### config.mk
export PLATFORM = sky130hd
export DESIGN_NAME = multi_channel_tick_timer_bank_flat
export DESIGN_NICKNAME = d
export VERILOG_FILES = /design/src/design/mctt_pkg.sv /design/src/design/mctt_in_if.sv /design/src/design/mctt_out_if.sv /design/src/design/mctt_ram.sv /design/src/design/mctt_front.sv /design/src/design/mctt_back.sv /design/src/design/multi_channel_tick_timer_bank.sv /design/src/flat_wrapper.sv
export SDC_FILE = /design/constraint.sdc
export NUM_CORES = 2
export LEC_CHECK = 0
export CORE_MARGIN = 1.5
export CORE_UTILIZATION = 40
export CTS_BUF_LIST = sky130_fd_sc_hd__clkbuf_4 sky130_fd_sc_hd__clkbuf_8 sky130_fd_sc_hd__clkbuf_16
export DETAILED_ROUTE_END_ITERATION = 8
export DONT_BUFFER_PORTS = 1
export MAX_ROUTING_LAYER = met4
export PLACE_DENSITY = 0.65
export SYNTH_ARGS = -nofsm -noshare
export SYNTH_HDL_FRONTEND = slang
export SYNTH_SLANG_ARGS = --single-unit
### constraint.sdc
create_clock -name i_clk -period 7.9 [get_ports i_clk]
set_input_delay 0.395 -clock i_clk [delete_from_list [all_inputs] [get_ports i_clk]]
set_output_delay 0.395 -clock i_clk [all_outputs]
set_load 0.02 [all_outputs]
### src/design/mctt_pkg.sv
// package for the tick timer bank: action codes, queue entry type, defaults
// no dependencies
`default_nettype none

package mctt_pkg;

    localparam int DEF_NUM_TIMERS  = 32;
    localparam int DEF_COUNT_WIDTH = 32;
    localparam int CFG_W           = 6;
    localparam int INDEX_W         = 5;
    localparam int VALUE_W         = 32;
    localparam int MASK_W          = 32;

    typedef enum logic [2:0] {
        ACT_TICK      = 3'd0,
        ACT_CREATE    = 3'd1,
        ACT_ATTACH    = 3'd2,
        ACT_SETRELOAD = 3'd3,
        ACT_RELOAD    = 3'd4,
        ACT_START     = 3'd5,
        ACT_RESTART   = 3'd6,
        ACT_STOP      = 3'd7
    } t_action;

    typedef struct packed {
        t_action              action;
        logic                 is_tick;
        logic                 in_range;
        logic [INDEX_W-1:0]   idx;
        logic [VALUE_W-1:0]   value;
        logic                 periodic;
        logic                 handler;
    } t_cmd;

endpackage

`default_nettype wire

### src/design/mctt_in_if.sv
// input channel of the tick timer bank: valid/ready plus tick or command fields
// no dependencies
`default_nettype none

interface mctt_in_if;
    logic        valid;
    logic        ready;
    logic [2:0]  action;
    logic [4:0]  timer_index;
    logic [31:0] value;
    logic        periodic;
    logic        handler_present;

    modport source (output valid, action, timer_index, value, periodic, handler_present,
                    input ready);
    modport sink   (input valid, action, timer_index, value, periodic, handler_present,
                    output ready);
endinterface

`default_nettype wire

### src/design/mctt_out_if.sv
// result channel of the tick timer bank: valid/ready plus expiry masks
// no dependencies
`default_nettype none

interface mctt_out_if;
    logic        valid;
    logic        ready;
    logic [31:0] expired_mask;
    logic        any_expired;
    logic [31:0] handler_mask;

    modport source (output valid, expired_mask, any_expired, handler_mask, input ready);
    modport sink   (input valid, expired_mask, any_expired, handler_mask, output ready);
endinterface

`default_nettype wire

### src/design/mctt_ram.sv
// generic simple dual-port ram: one write port, one read port with registered data
// no dependencies
`default_nettype none

module mctt_ram #(
    parameter int WIDTH = 32,
    parameter int DEPTH = 32,
    localparam int AW   = (DEPTH > 1) ? $clog2(DEPTH) : 1
) (
    input  wire logic             i_clk,
    input  wire logic             i_we,
    input  wire logic [AW-1:0]    i_waddr,
    input  wire logic [WIDTH-1:0] i_wdata,
    input  wire logic             i_re,
    input  wire logic [AW-1:0]    i_raddr,
    output logic      [WIDTH-1:0] o_rdata
);

    logic [WIDTH-1:0] r_mem [DEPTH];
    logic [WIDTH-1:0] r_rdata;

    always_ff @(posedge i_clk) begin
        if (i_we) begin
            r_mem[i_waddr] <= i_wdata;
        end
        if (i_re) begin
            r_rdata <= r_mem[i_raddr];
        end
    end

    assign o_rdata = r_rdata;

endmodule

`default_nettype wire

### src/design/mctt_front.sv
// front end: accepts input transfers, classifies them and holds them in a two-entry queue
// depends on mctt_pkg and mctt_in_if
`default_nettype none

module mctt_front #(
    parameter int NUM_TIMERS = mctt_pkg::DEF_NUM_TIMERS
) (
    input  wire logic          i_clk,
    input  wire logic          i_rst_n,
    mctt_in_if.sink            i_in,
    output mctt_pkg::t_cmd     o_cmd,
    output logic               o_cmd_valid,
    input  wire logic          i_cmd_pop
);
    import mctt_pkg::*;

    localparam logic [6:0] NT7 = 7'(NUM_TIMERS);

    t_cmd       r_slot [2];
    logic       r_wptr;
    logic       r_rptr;
    logic [1:0] r_fill;
    logic [1:0] n_fill;
    t_cmd       w_cls;
    logic       w_push;
    logic       w_pop;

    always_comb begin
        w_cls.action   = t_action'(i_in.action);
        w_cls.is_tick  = (t_action'(i_in.action) == ACT_TICK);
        w_cls.in_range = ({2'b00, i_in.timer_index} < NT7);
        w_cls.idx      = i_in.timer_index;
        w_cls.value    = i_in.value;
        w_cls.periodic = i_in.periodic;
        w_cls.handler  = i_in.handler_present;
    end

    assign i_in.ready  = (r_fill != 2'd2);
    assign w_push      = i_in.valid && i_in.ready;
    assign w_pop       = i_cmd_pop && (r_fill != 2'd0);
    assign o_cmd_valid = (r_fill != 2'd0);
    assign o_cmd       = r_slot[r_rptr];

    always_comb begin
        unique case ({w_push, w_pop})
            2'b10:   n_fill = r_fill + 2'd1;
            2'b01:   n_fill = r_fill - 2'd1;
            default: n_fill = r_fill;
        endcase
    end

    always_ff @(posedge i_clk) begin
        if (!i_rst_n) begin
            r_wptr <= 1'b0;
            r_rptr <= 1'b0;
            r_fill <= 2'd0;
        end else begin
            if (w_push) begin
                r_slot[r_wptr] <= w_cls;
                r_wptr         <= ~r_wptr;
            end
            if (w_pop) begin
                r_rptr <= ~r_rptr;
            end
            r_fill <= n_fill;
        end
    end

endmodule

`default_nettype wire

### src/design/mctt_back.sv
// back end: executes commands and scans the timers one per cycle on a tick
// depends on mctt_pkg, mctt_out_if and mctt_ram
`default_nettype none

module mctt_back #(
    parameter int NUM_TIMERS  = mctt_pkg::DEF_NUM_TIMERS,
    parameter int COUNT_WIDTH = mctt_pkg::DEF_COUNT_WIDTH
) (
    input  wire logic                       i_clk,
    input  wire logic                       i_rst_n,
    input  wire logic [mctt_pkg::CFG_W-1:0] i_timer_count,
    input  wire mctt_pkg::t_cmd             i_cmd,
    input  wire logic                       i_cmd_valid,
    output logic                            o_cmd_pop,
    mctt_out_if.source                      o_out
);
    import mctt_pkg::*;

    localparam int TIDX_W      = (NUM_TIMERS > 1) ? $clog2(NUM_TIMERS) : 1;
    localparam int SCAN_W      = $clog2(NUM_TIMERS + 1);
    localparam logic [6:0] NT7 = 7'(NUM_TIMERS);

    typedef enum logic [1:0] {ST_IDLE, ST_SCAN, ST_LOAD, ST_DONE} t_state;

    t_state                  r_state;
    logic [SCAN_W-1:0]       r_scan_idx;
    logic                    r_proc_vld;
    logic [TIDX_W-1:0]       r_proc_idx;
    logic                    r_proc_cv;
    logic                    r_proc_rv;
    logic [TIDX_W-1:0]       r_ld_idx;
    logic                    r_ld_rv;
    logic                    r_start;
    logic [NUM_TIMERS-1:0]   r_cnt_vld;
    logic [NUM_TIMERS-1:0]   r_rld_vld;
    logic [NUM_TIMERS-1:0]   r_per;
    logic [NUM_TIMERS-1:0]   r_ena;
    logic [NUM_TIMERS-1:0]   r_hnd;
    logic [MASK_W-1:0]       r_emask;
    logic [MASK_W-1:0]       r_hmask;
    logic                    r_out_valid;
    logic [MASK_W-1:0]       r_out_emask;
    logic [MASK_W-1:0]       r_out_hmask;

    logic [6:0]              w_tc7;
    logic [6:0]              w_len7;
    logic [SCAN_W-1:0]       w_scan_len;
    logic                    w_issue;
    logic [TIDX_W-1:0]       w_scan_addr;
    logic [6:0]              w_cmd_idx7;
    logic [TIDX_W-1:0]       w_cmd_idx;
    logic                    w_cmd_act;
    logic [COUNT_WIDTH-1:0]  w_cmd_val;
    logic [COUNT_WIDTH-1:0]  w_cnt_cur;
    logic [COUNT_WIDTH-1:0]  w_rld_cur;
    logic [COUNT_WIDTH-1:0]  w_dec;
    logic                    w_proc_act;
    logic                    w_expire;
    logic                    w_per;
    logic [MASK_W-1:0]       w_bit;
    logic                    w_out_free;

    logic                    cnt_we;
    logic [TIDX_W-1:0]       cnt_waddr;
    logic [COUNT_WIDTH-1:0]  cnt_wdata;
    logic                    cnt_re;
    logic [COUNT_WIDTH-1:0]  cnt_rdata;
    logic                    rld_we;
    logic [TIDX_W-1:0]       rld_waddr;
    logic [COUNT_WIDTH-1:0]  rld_wdata;
    logic                    rld_re;
    logic [TIDX_W-1:0]       rld_raddr;
    logic [COUNT_WIDTH-1:0]  rld_rdata;

    mctt_ram #(.WIDTH(COUNT_WIDTH), .DEPTH(NUM_TIMERS)) u_cnt_ram (
        .i_clk   (i_clk),
        .i_we    (cnt_we),
        .i_waddr (cnt_waddr),
        .i_wdata (cnt_wdata),
        .i_re    (cnt_re),
        .i_raddr (w_scan_addr),
        .o_rdata (cnt_rdata)
    );

    mctt_ram #(.WIDTH(COUNT_WIDTH), .DEPTH(NUM_TIMERS)) u_rld_ram (
        .i_clk   (i_clk),
        .i_we    (rld_we),
        .i_waddr (rld_waddr),
        .i_wdata (rld_wdata),
        .i_re    (rld_re),
        .i_raddr (rld_raddr),
        .o_rdata (rld_rdata)
    );

    // scan length clipped to the bank size
    assign w_tc7       = {1'b0, i_timer_count};
    assign w_len7      = (w_tc7 > NT7) ? NT7 : w_tc7;
    assign w_scan_len  = w_len7[SCAN_W-1:0];
    assign w_issue     = (r_state == ST_SCAN) && (r_scan_idx < w_scan_len);
    assign w_scan_addr = r_scan_idx[TIDX_W-1:0];

    assign w_cmd_idx7  = {2'b00, i_cmd.idx};
    assign w_cmd_idx   = w_cmd_idx7[TIDX_W-1:0];
    assign w_cmd_act   = (r_state == ST_IDLE) && i_cmd_valid && !i_cmd.is_tick
                         && i_cmd.in_range;
    assign w_cmd_val   = i_cmd.value[COUNT_WIDTH-1:0];

    // per-timer decrement at the processing stage
    assign w_cnt_cur  = r_proc_cv ? cnt_rdata : '0;
    assign w_rld_cur  = r_proc_rv ? rld_rdata : '0;
    assign w_dec      = w_cnt_cur - COUNT_WIDTH'(1);
    assign w_proc_act = (r_state == ST_SCAN) && r_proc_vld && r_ena[r_proc_idx];
    assign w_expire   = w_proc_act && (w_dec == '0);
    assign w_per      = r_per[r_proc_idx];
    assign w_bit      = MASK_W'(1) << r_proc_idx;

    assign o_cmd_pop  = (r_state == ST_IDLE) && i_cmd_valid;
    assign w_out_free = !r_out_valid || o_out.ready;

    always_comb begin
        cnt_we    = 1'b0;
        cnt_waddr = w_cmd_idx;
        cnt_wdata = w_cmd_val;
        cnt_re    = w_issue;
        rld_we    = 1'b0;
        rld_waddr = w_cmd_idx;
        rld_wdata = w_cmd_val;
        rld_re    = w_issue;
        rld_raddr = w_scan_addr;
        unique case (r_state)
            ST_IDLE: begin
                rld_raddr = w_cmd_idx;
                if (w_cmd_act) begin
                    unique case (i_cmd.action)
                        ACT_CREATE: begin
                            cnt_we = 1'b1;
                            rld_we = 1'b1;
                        end
                        ACT_SETRELOAD:         rld_we = 1'b1;
                        ACT_RELOAD, ACT_START: rld_re = 1'b1;
                        ACT_TICK, ACT_ATTACH, ACT_RESTART, ACT_STOP: ;
                    endcase
                end
            end
            ST_SCAN: begin
                cnt_we    = w_proc_act;
                cnt_waddr = r_proc_idx;
                cnt_wdata = (w_expire && w_per) ? w_rld_cur : w_dec;
            end
            ST_LOAD: begin
                cnt_we    = 1'b1;
                cnt_waddr = r_ld_idx;
                cnt_wdata = r_ld_rv ? rld_rdata : '0;
            end
            ST_DONE: ;
        endcase
    end

    always_ff @(posedge i_clk) begin
        if (!i_rst_n) begin
            r_state     <= ST_IDLE;
            r_proc_vld  <= 1'b0;
            r_cnt_vld   <= '0;
            r_rld_vld   <= '0;
            r_per       <= '0;
            r_ena       <= '0;
            r_hnd       <= '0;
            r_out_valid <= 1'b0;
        end else begin
            if (r_out_valid && o_out.ready && (r_state != ST_DONE)) begin
                r_out_valid <= 1'b0;
            end
            unique case (r_state)
                ST_IDLE: begin
                    if (i_cmd_valid) begin
                        r_emask <= '0;
                        r_hmask <= '0;
                        if (i_cmd.is_tick) begin
                            r_scan_idx <= '0;
                            r_proc_vld <= 1'b0;
                            r_state    <= ST_SCAN;
                        end else begin
                            r_state <= (w_cmd_act && (i_cmd.action == ACT_RELOAD
                                        || i_cmd.action == ACT_START)) ? ST_LOAD : ST_DONE;
                            if (i_cmd.in_range) begin
                                unique case (i_cmd.action)
                                    ACT_CREATE: begin
                                        r_cnt_vld[w_cmd_idx] <= 1'b1;
                                        r_rld_vld[w_cmd_idx] <= 1'b1;
                                        r_per[w_cmd_idx]     <= i_cmd.periodic;
                                        r_hnd[w_cmd_idx]     <= i_cmd.handler;
                                        r_ena[w_cmd_idx]     <= 1'b0;
                                    end
                                    ACT_ATTACH:    r_hnd[w_cmd_idx]     <= i_cmd.handler;
                                    ACT_SETRELOAD: r_rld_vld[w_cmd_idx] <= 1'b1;
                                    ACT_RELOAD, ACT_START: begin
                                        r_ld_idx <= w_cmd_idx;
                                        r_ld_rv  <= r_rld_vld[w_cmd_idx];
                                        r_start  <= (i_cmd.action == ACT_START);
                                    end
                                    ACT_RESTART:   r_ena[w_cmd_idx] <= 1'b1;
                                    ACT_STOP:      r_ena[w_cmd_idx] <= 1'b0;
                                    ACT_TICK: ;
                                endcase
                            end
                        end
                    end
                end
                ST_SCAN: begin
                    r_proc_vld <= w_issue;
                    r_proc_idx <= w_scan_addr;
                    r_proc_cv  <= r_cnt_vld[w_scan_addr];
                    r_proc_rv  <= r_rld_vld[w_scan_addr];
                    if (w_issue) begin
                        r_scan_idx <= r_scan_idx + SCAN_W'(1);
                    end
                    if (w_proc_act) begin
                        r_cnt_vld[r_proc_idx] <= 1'b1;
                    end
                    if (w_expire) begin
                        r_emask <= r_emask | w_bit;
                        if (r_hnd[r_proc_idx]) begin
                            r_hmask <= r_hmask | w_bit;
                        end
                        if (!w_per) begin
                            r_ena[r_proc_idx] <= 1'b0;
                        end
                    end
                    if (!w_issue && !r_proc_vld) begin
                        r_state <= ST_DONE;
                    end
                end
                ST_LOAD: begin
                    r_cnt_vld[r_ld_idx] <= 1'b1;
                    if (r_start) begin
                        r_ena[r_ld_idx] <= 1'b1;
                    end
                    r_state <= ST_DONE;
                end
                ST_DONE: begin
                    if (w_out_free) begin
                        r_out_valid <= 1'b1;
                        r_out_emask <= r_emask;
                        r_out_hmask <= r_hmask;
                        r_state     <= ST_IDLE;
                    end
                end
            endcase
        end
    end

    assign o_out.valid        = r_out_valid;
    assign o_out.expired_mask = r_out_emask;
    assign o_out.any_expired  = |r_out_emask;
    assign o_out.handler_mask = r_out_hmask;

endmodule

`default_nettype wire

### src/design/multi_channel_tick_timer_bank.sv
// top level of the tick timer bank: timer_count register, front end queue, back end
// depends on mctt_pkg, mctt_in_if, mctt_out_if, mctt_front, mctt_back
//
//  channel  | direction | transfer moves
//  ---------+-----------+---------------------------------------------------
//  i_in     | in        | tick or command: action, index, value, flags
//  o_out    | out       | one result per input: expiry and handler masks
//  i_cfg_*  | in        | write of timer_count, no handshake
//
//  a tick scans min(timer_count, NUM_TIMERS) timers in the back end: the scan reads
//  one timer per cycle from the count and reload rams
//  commands go to ST_DONE; reload and start pass ST_LOAD first (reload ram read, then count write)
//  reset clears per-timer valid bits at once; no clearing pass
//  a two-entry queue takes input while the back end works; the output register
//  holds a result under stall and the back end waits only when it is still full
`default_nettype none

module multi_channel_tick_timer_bank #(
    parameter int NUM_TIMERS  = mctt_pkg::DEF_NUM_TIMERS,
    parameter int COUNT_WIDTH = mctt_pkg::DEF_COUNT_WIDTH
) (
    input  wire logic                       i_clk,
    input  wire logic                       i_rst_n,
    input  wire logic                       i_cfg_we,
    input  wire logic [mctt_pkg::CFG_W-1:0] i_cfg_wdata,
    mctt_in_if.sink                         i_in,
    mctt_out_if.source                      o_out
);
    import mctt_pkg::*;

    logic [CFG_W-1:0] r_timer_count;
    t_cmd             cmd;
    logic             cmd_valid;
    logic             cmd_pop;

    always_ff @(posedge i_clk) begin
        if (!i_rst_n) begin
            r_timer_count <= '0;
        end else if (i_cfg_we) begin
            r_timer_count <= i_cfg_wdata;
        end
    end

    mctt_front #(.NUM_TIMERS(NUM_TIMERS)) u_front (
        .i_clk       (i_clk),
        .i_rst_n     (i_rst_n),
        .i_in        (i_in),
        .o_cmd       (cmd),
        .o_cmd_valid (cmd_valid),
        .i_cmd_pop   (cmd_pop)
    );

    mctt_back #(.NUM_TIMERS(NUM_TIMERS), .COUNT_WIDTH(COUNT_WIDTH)) u_back (
        .i_clk         (i_clk),
        .i_rst_n       (i_rst_n),
        .i_timer_count (r_timer_count),
        .i_cmd         (cmd),
        .i_cmd_valid   (cmd_valid),
        .o_cmd_pop     (cmd_pop),
        .o_out         (o_out)
    );

endmodule

`default_nettype wire

### src/flat_wrapper.sv
// flat-port wrapper written by rule: the top's interface ports become plain ports
module multi_channel_tick_timer_bank_flat import mctt_pkg::*;
#(
    parameter int NUM_TIMERS  = mctt_pkg::DEF_NUM_TIMERS,
    parameter int COUNT_WIDTH = mctt_pkg::DEF_COUNT_WIDTH
)
  (i_clk, i_rst_n, i_cfg_we, i_cfg_wdata, i_in_valid, i_in_action, i_in_timer_index, i_in_value, i_in_periodic, i_in_handler_present, i_in_ready, o_out_valid, o_out_expired_mask, o_out_any_expired, o_out_handler_mask, o_out_ready);
  mctt_in_if i_in_i ();
  mctt_out_if o_out_i ();
  input  wire logic i_clk;
  input  wire logic i_rst_n;
  input  wire logic i_cfg_we;
  input  wire logic [mctt_pkg::CFG_W-1:0] i_cfg_wdata;
  input wire logic [$bits(i_in_i.valid)-1:0] i_in_valid;
  input wire logic [$bits(i_in_i.action)-1:0] i_in_action;
  input wire logic [$bits(i_in_i.timer_index)-1:0] i_in_timer_index;
  input wire logic [$bits(i_in_i.value)-1:0] i_in_value;
  input wire logic [$bits(i_in_i.periodic)-1:0] i_in_periodic;
  input wire logic [$bits(i_in_i.handler_present)-1:0] i_in_handler_present;
  output wire logic [$bits(i_in_i.ready)-1:0] i_in_ready;
  output wire logic [$bits(o_out_i.valid)-1:0] o_out_valid;
  output wire logic [$bits(o_out_i.expired_mask)-1:0] o_out_expired_mask;
  output wire logic [$bits(o_out_i.any_expired)-1:0] o_out_any_expired;
  output wire logic [$bits(o_out_i.handler_mask)-1:0] o_out_handler_mask;
  input wire logic [$bits(o_out_i.ready)-1:0] o_out_ready;
  assign i_in_i.valid = i_in_valid;
  assign i_in_i.action = i_in_action;
  assign i_in_i.timer_index = i_in_timer_index;
  assign i_in_i.value = i_in_value;
  assign i_in_i.periodic = i_in_periodic;
  assign i_in_i.handler_present = i_in_handler_present;
  assign i_in_ready = i_in_i.ready;
  assign o_out_valid = o_out_i.valid;
  assign o_out_expired_mask = o_out_i.expired_mask;
  assign o_out_any_expired = o_out_i.any_expired;
  assign o_out_handler_mask = o_out_i.handler_mask;
  assign o_out_i.ready = o_out_ready;
  multi_channel_tick_timer_bank #(.NUM_TIMERS(NUM_TIMERS), .COUNT_WIDTH(COUNT_WIDTH)) u_core (.i_clk(i_clk), .i_rst_n(i_rst_n), .i_cfg_we(i_cfg_we), .i_cfg_wdata(i_cfg_wdata), .i_in(i_in_i), .o_out(o_out_i));
endmodule
Word-level counts from Yosys, hierarchy flattened:

Memories as Yosys holds them, arrays and structs flattened. A register that Yosys moved wholly into a read port is not among the register bits.
Index checks and enable logic that the tools add are counted.

* register bits: 322
* bits in latches: 0
* RAM bits: 2134
* memory bits (read-only): 0
* memories kept: 3

* add/sub/neg operators: 4
* multipliers: 0
* div/mod/pow operators: 0
* order comparisons: 9
* eq/ne operators: 28
* shift-type cells: 1
* multiplexer cells: 83
* bitwise logic cells: 15
* reduce and logical (&&, ||, !) cells: 48

Memories
* u_core.u_back.u_cnt_ram.r_mem: depth 32, bits a word 32, read ports 1, clocked after Yosys merged registers in 1, write ports 1, RTL line mctt_ram.sv:19 `logic [WIDTH-1:0] r_mem [DEPTH];`
* u_core.u_back.u_rld_ram.r_mem: depth 32, bits a word 32, read ports 1, clocked after Yosys merged registers in 1, write ports 1, RTL line mctt_ram.sv:19
* u_core.u_front.r_slot: depth 2, bits a word 43, read ports 1, clocked after Yosys merged registers in 1, write ports 1, RTL line mctt_front.sv:19 `t_cmd r_slot [2];`

Operators by type and width (count)
* 2-to-1 mux 32 bit: 19
* OR 32 bit: 8
* one-hot mux 32 bit (2 select lines): 4
* one-hot mux 32 bit (3 select lines): 2
* AND 32 bit: 2
* bitwise mux 32 bit: 2
* NOT 32 bit: 2
* logical NOT 32 bit: 1
* 2-to-1 mux 1 bit: 32
* OR reduction 32 bit: 1
* left shift 1 x 5 -> 32 bit, first input constant: 1
* subtractor 32 x 1 -> 32 bit, second input constant: 1
* binary-select mux 1 bit (select 5 bit): 6
* AND reduction 5 bit: 5
* < comparator 5 x 6 -> 1 bit, second input constant: 4
* 2-to-1 mux 6 bit: 4
* inequality test 2 bit, second input constant: 12
* logical AND 1 bit: 16
* demux 1 bit (select 5 bit): 3
* greater-or-equal comparator 5 x 1 -> 1 bit, second input constant: 3
* == test 3 bit, second input constant: 4
* one-hot mux 6 bit (2 select lines): 1
* AND reduction 6 bit: 2
* one-hot mux 5 bit (2 select lines): 1
* other kinds (30): 52

Depth between registers and ports, before layout:

* word-level depth: 11
* mapped depth: 19
* mapped depth without buffers: 12

Cells and area by module:

From an unflattened synthesis, not the netlist that was laid out.

* cells, all modules: 6583
* area total of the unflattened synthesis: 102452.0 µm²

By module, submodules not included
* mctt_ram: times used 2, cells an instance 2260, area an instance 40812.9 µm²
* mctt_back: times used 1, cells an instance 1881, area an instance 17246.5 µm²
* mctt_front: times used 1, cells an instance 163, area an instance 3350.7 µm²
* multi_channel_tick_timer_bank: times used 1, cells an instance 19, area an instance 229.0 µm²

Worst setup path after synthesis:

No wires, ideal clock.

* kind: register to register
* from: register u_core.u_back.r_proc_cv
* to: register u_core.u_back.r_hmask[0], enable pin
* data arrival time: 6.198 ns
* data required time: 7.430 ns
* setup slack: 1.232 ns
* cell stages (with the launch flop): 17
* path buffers: 6
* clock period less this slack: 6.668 ns
* cell sequence: edfxtp_1 clkbuf_1 clkbuf_1 clkbuf_1 clkbuf_1 nand2_1 ha_1 buf_2 a21bo_2 clkbuf_1 o41ai_1 a21oi_1 nand4_1 or4_4 nor4b_4 nand2_1 a211oi_1

* cells in the longest elaborated chain, start to end: 6

RTL lines
* from (decl): RTL line mctt_back.sv:29 `logic r_proc_cv;`
* from (signal assigned): RTL line mctt_back.sv:212 `r_proc_cv <= r_cnt_vld[w_scan_addr];`
* 2-to-1 mux 32 bit: RTL line mctt_back.sv:109 `assign w_cnt_cur = r_proc_cv ? cnt_rdata : '0;`
* subtractor 32 x 1 -> 32 bit: RTL line mctt_back.sv:111 `assign w_dec = w_cnt_cur - COUNT_WIDTH'(1);`
* logical NOT 32 bit: RTL line mctt_back.sv:113 `assign w_expire = w_proc_act && (w_dec == '0);`
* logical AND 1 bit: RTL line mctt_back.sv:113
* inequality test 2 bit (no line)
* AND reduction 5 bit (no line)
* to (signal assigned): RTL line mctt_back.sv:223 `r_hmask <= r_hmask | w_bit;`
* to (decl): RTL line mctt_back.sv:40 `logic [MASK_W-1:0] r_hmask;`

Every way passes these cells.
A chain may end at the register's enable or synchronous reset.

Final worst setup path:

* from: register u_core.u_back.u_cnt_ram.r_rdata[14], in the netlist u_core.u_back.u_cnt_ram.o_rdata[14] (read register of u_core.u_back.u_cnt_ram.r_mem)
* to: memory u_core.u_back.u_cnt_ram.r_mem[17][12] (data pin)

* cells in the longest elaborated chain, start to end: 7

RTL lines
* from (decl): RTL line mctt_ram.sv:20 `logic [WIDTH-1:0] r_rdata;`
* 2-to-1 mux 32 bit: RTL line mctt_back.sv:109
* subtractor 32 x 1 -> 32 bit: RTL line mctt_back.sv:111
* logical NOT 32 bit: RTL line mctt_back.sv:113
* logical AND 1 bit: RTL line mctt_back.sv:113
* logical AND 1 bit: RTL line mctt_back.sv:148 `cnt_wdata = (w_expire && w_per) ? w_rld_cur : w_dec;`
* 2-to-1 mux 32 bit: RTL line mctt_back.sv:148
* one-hot mux 32 bit (2 select lines): RTL line mctt_back.sv:130 `unique case (r_state)`
* via u_core.u_back.cnt_wdata[12]: RTL line mctt_back.sv:65 `logic [COUNT_WIDTH-1:0] cnt_wdata;`
* to (decl): RTL line mctt_ram.sv:19

The timed path passes the listed nets, and every way through them passes these cells.

==> results by group <==
Outcome
  • Status: finished, violations left
  • Failing checks: hold timing

Pwr
  • Leakage: 35.9 nW
  • Peak VDD IR: 283 uV
  • Total power: 39.9 mW
  • Pwr Density: 347 nW/um^2

Logic synthesis
  • Post-synth ARST share: 0
  • Synthesis warning total: 0
  • Sequential-to-total area share from yosys stat: 0.733
  • Syn_nets: 5,405
  • EDFF count, synth: 2,346
  • Syn Inst Count: 5,339
  • Post-Syn Area: 101,000 sq um
  • Top_reg_cell synth: edfxtp_1
  • Cell variety after synth: 75
  • Mean post-synth cell area: 18.9 sq um
  • Register bit count reported by yosys: 2,521

Timing
  • Fmax: 0.162 GHz
  • Slew of the pin with the lowest slew margin: 1.40 ns
  • Hold Slack: -0.0551 ns
  • # setup viols final: 0
  • RSZ-0062 raised after global routing: no
  • Max-slew headroom: 0.0668
  • Clk_skew: 0.0846 ns
  • Min Tclk post-route: 6.17 ns
  • Post-route setup TNS: 0 ns
  • Pins over their slew limit: 0
  • Final hold vios: 8
  • Ratio of final minimum period to clock period: 0.781

Clock tree
  • Clock Root Buffer: clkbuf_16
  • H-Tree Depth: 5
  • TritonCTS clock tree: built
  • Clk slew on worst S/H paths: 0.06 ns
  • Clock buffer depth: 4
  • Num CTS Buffers: 276
  • CTS resizes: 0
  • Clock Sinks: 2,521
  • Worst-Skew Late Latency: 0.94 ns

Worst hold path
  • Worst hold path cell count: 2
  • Worst hold start: i_rst_n
  • HP Class: in2reg
  • WHS Endpoint: u_core.r_timer_count[0]

Global routing
  • Grt ovf: 0
  • Number of global-route vias before repair: 53,500
  • First-pass GRT wire length: 391 mm
  • Number of antenna violations at the first check in global routing: 10
  • Pin count of the biggest net entering global routing: 204
  • GRT Util Overall: 0.219

Setup path
  • Crit start category: flip-flop
  • Path depth of the worst reg2reg path: 10
  • Crit Path Max Fanout: 32
  • Worst Path Required: 8.38 ns
  • Crit end category: flip-flop
  • Reg2reg start: u_core.u_back.u_cnt_ram.o_rdata[14]
  • WS Path Type: reg2reg
  • Reg2reg setup slack: 1.73 ns
  • Reg-to-reg endpoint: u_core.u_back.u_cnt_ram.r_mem[17][12]
  • Arrival time worst endpoint: 6.65 ns

Detailed routing
  • ANT nets after route: 0
  • Via density: 5.95
  • DRT Pass-1 Iters: 6
  • Total vias in the final route: 53,700
  • Iteration-0 DRC Markers: 7,487
  • DRC errors left: 0
  • Routed WL: 275 mm
  • WL per Instance: 30.5 um

Layout
  • Filler cell count: 21,000
  • Area delta synth->final: 14.3%
  • Regs by FF count: u_core.u_back.u_cnt_ram.r_mem x1024, u_core.u_back.u_rld_ram.r_mem x1024, u_core.u_front.r_slot x86
  • Layout cells sized above 1: 0.258
  • Final nets: 5,560

Die
  • Initial Utilization: 0.402
  • Die X: 505 um
  • Core ar.: 251,000 sq um
  • Num rows: 184
  • Vert. Die Dim: 505 um
  • IO Count: 120
  • Die Area: 255,000 sq um

Run
  • Max-cap violation count: 0

Place
  • # port buffers: 0
  • RD Place Congestion: 0.912
  • Post-DP HPWL: 156 mm
-- worst max path at each step --
stage                                                        to                                start  cells past startpoint  slack, ns
after floorplan                        u_core.u_back.r_hmask[0]              u_core.u_back.r_proc_cv                     16       1.23
after global placement    u_core.u_back.u_cnt_ram.r_mem[22][15]  u_core.u_back.u_cnt_ram.o_rdata[14]                     10       2.03
after detailed placement  u_core.u_back.u_cnt_ram.r_mem[20][20]  u_core.u_back.u_cnt_ram.o_rdata[17]                     10       1.92
after CTS                 u_core.u_back.u_cnt_ram.r_mem[22][15]  u_core.u_back.u_cnt_ram.o_rdata[14]                     10       1.86
after global routing       u_core.u_back.u_cnt_ram.r_mem[1][26]  u_core.u_back.u_cnt_ram.o_rdata[14]                     10       1.49
final                     u_core.u_back.u_cnt_ram.r_mem[17][12]  u_core.u_back.u_cnt_ram.o_rdata[14]                     10       1.73
-- synthesized netlist by cell type, types with 33 or more instances --
cell | n | area share
nor2_1 | 464 | 0.017
buf_1 | 77 | 0.0029
a21oi_1 | 167 | 0.0083
mux2_2 | 114 | 0.013
o211ai_1 | 63 | 0.0047
edfxtp_1 | 2346 | 0.70
mux2i_1 | 117 | 0.012
dfxtp_1 | 175 | 0.035
mux4_2 | 623 | 0.14
nand2_1 | 167 | 0.0062
o21ai_0 | 127 | 0.0063
o21a_1 | 105 | 0.0078
nor3_1 | 35 | 0.0017
inv_1 | 33 | 0.0012
clkbuf_1 | 225 | 0.0084
o31ai_1 | 41 | 0.0031
-- cell usage in the layout, fill, tap and decap left out, types with 17 or more instances in the layout --
| cell | instances |
|---|---|
| a211oi_1 | 29 |
| a21boi_0 | 28 |
| a21oi_1 | 157 |
| a22oi_1 | 20 |
| a32oi_1 | 26 |
| buf_4 | 126 |
| bufinv_16 | 20 |
| clkbuf_16 | 285 |
| clkbuf_4 | 60 |
| clkinv_1 | 32 |
| clkinv_2 | 45 |
| dfxtp_1 | 174 |
| dlygate4sd3_1 | 57 |
| edfxtp_1 | 2346 |
| inv_1 | 31 |
| mux2_2 | 114 |
| mux2i_1 | 115 |
| mux4_2 | 623 |
| nand2_1 | 165 |
| nand3_1 | 26 |
| nor2_1 | 398 |
| nor2_4 | 65 |
| nor3_1 | 35 |
| nor4_1 | 19 |
| o211ai_1 | 63 |
| o21a_1 | 105 |
| o21ai_0 | 125 |
| o221ai_2 | 17 |
| o22ai_1 | 28 |
| o31ai_1 | 41 |
-- stage by stage --
step / utilization / setup slack (ns) / instance area [sq um] / hold WS (ns) / instances
finish: 0.459 / 1.73 / 115000 / -0.0551 / 9034
global route: 0.459 / 1.49 / 115000 / 0.107 / 9032
floorplan: - / 1.23 / 101000 / 0.427 / 5339
global placement: 0.421 / 2.03 / 106000 / 0.434 / 8503
detailed placement: 0.421 / 1.92 / 106000 / 0.435 / 8503
CTS: 0.459 / 1.86 / 115000 / 0.0467 / 9028
-- critical path, cell delays in order, from the launching register on --
cell	delay, ns
edfxtp_1	0.51
nor4_1	0.93
nand4_1	0.67
nor4_1	0.42
xnor2_1	0.23
nand3_1	0.14
or4_4	0.55
nor4b_4	0.39
nand4_1	0.16
buf_4	0.39
a31oi_2	1.22
-- cell families (layout without fill, tap and decap cells) --
| group | count (synthesis) | count (layout) | share of synthesized area |
|---|---|---|---|
| adders and majority gates | 13 | 13 | 0.00161 |
| buffers and inverters | 353 | 697 | 0.0135 |
| xor gates and xnor gates | 21 | 21 | 0.00182 |
| DFF | 2521 | 2521 | 0.733 |
| and+or+nand+nor | 839 | 839 | 0.0370 |
| AOI/OAI and AO/OA | 738 | 738 | 0.0492 |
| other | 0 | 3 | 0 |
| muxes | 854 | 854 | 0.163 |
-- power breakdown --
group,total [mW],switching (mW),internal [mW]
clock network,12.6,5.09,7.50
logic,10.2,6.42,3.75
registers,17.2,0.462,16.7
total,39.9,12.0,28.0
-- final cells by class --
class	count	area, sq um	share of cell area
clock inverter	116	1120	0.00973
sequential	2521	74000	0.642
antenna	3	7.51	0.0000652
multi-input combinational	2465	26400	0.229
clock buffer	351	7660	0.0665
tap	3348	4190	0.0364
timing repair buffer	196	1770	0.0154
inverter	34	128	0.00111
-- timing repair --
item,CTS,global route
endpoints found under the hold margin,267,0
buffers inserted,0,0
hold buffers,58,0
setup endpoints to repair,0,0
-- per-layer routing --
layer	wire, um	global-route usage	vias up
met5	0	-	-
met1	108000	0.287	28500
met4	10600	0.0804	0
met3	22100	0.0369	509
li1	-	-	22200
met2	134000	0.345	2544
Power figures use the tool's default switching activity.
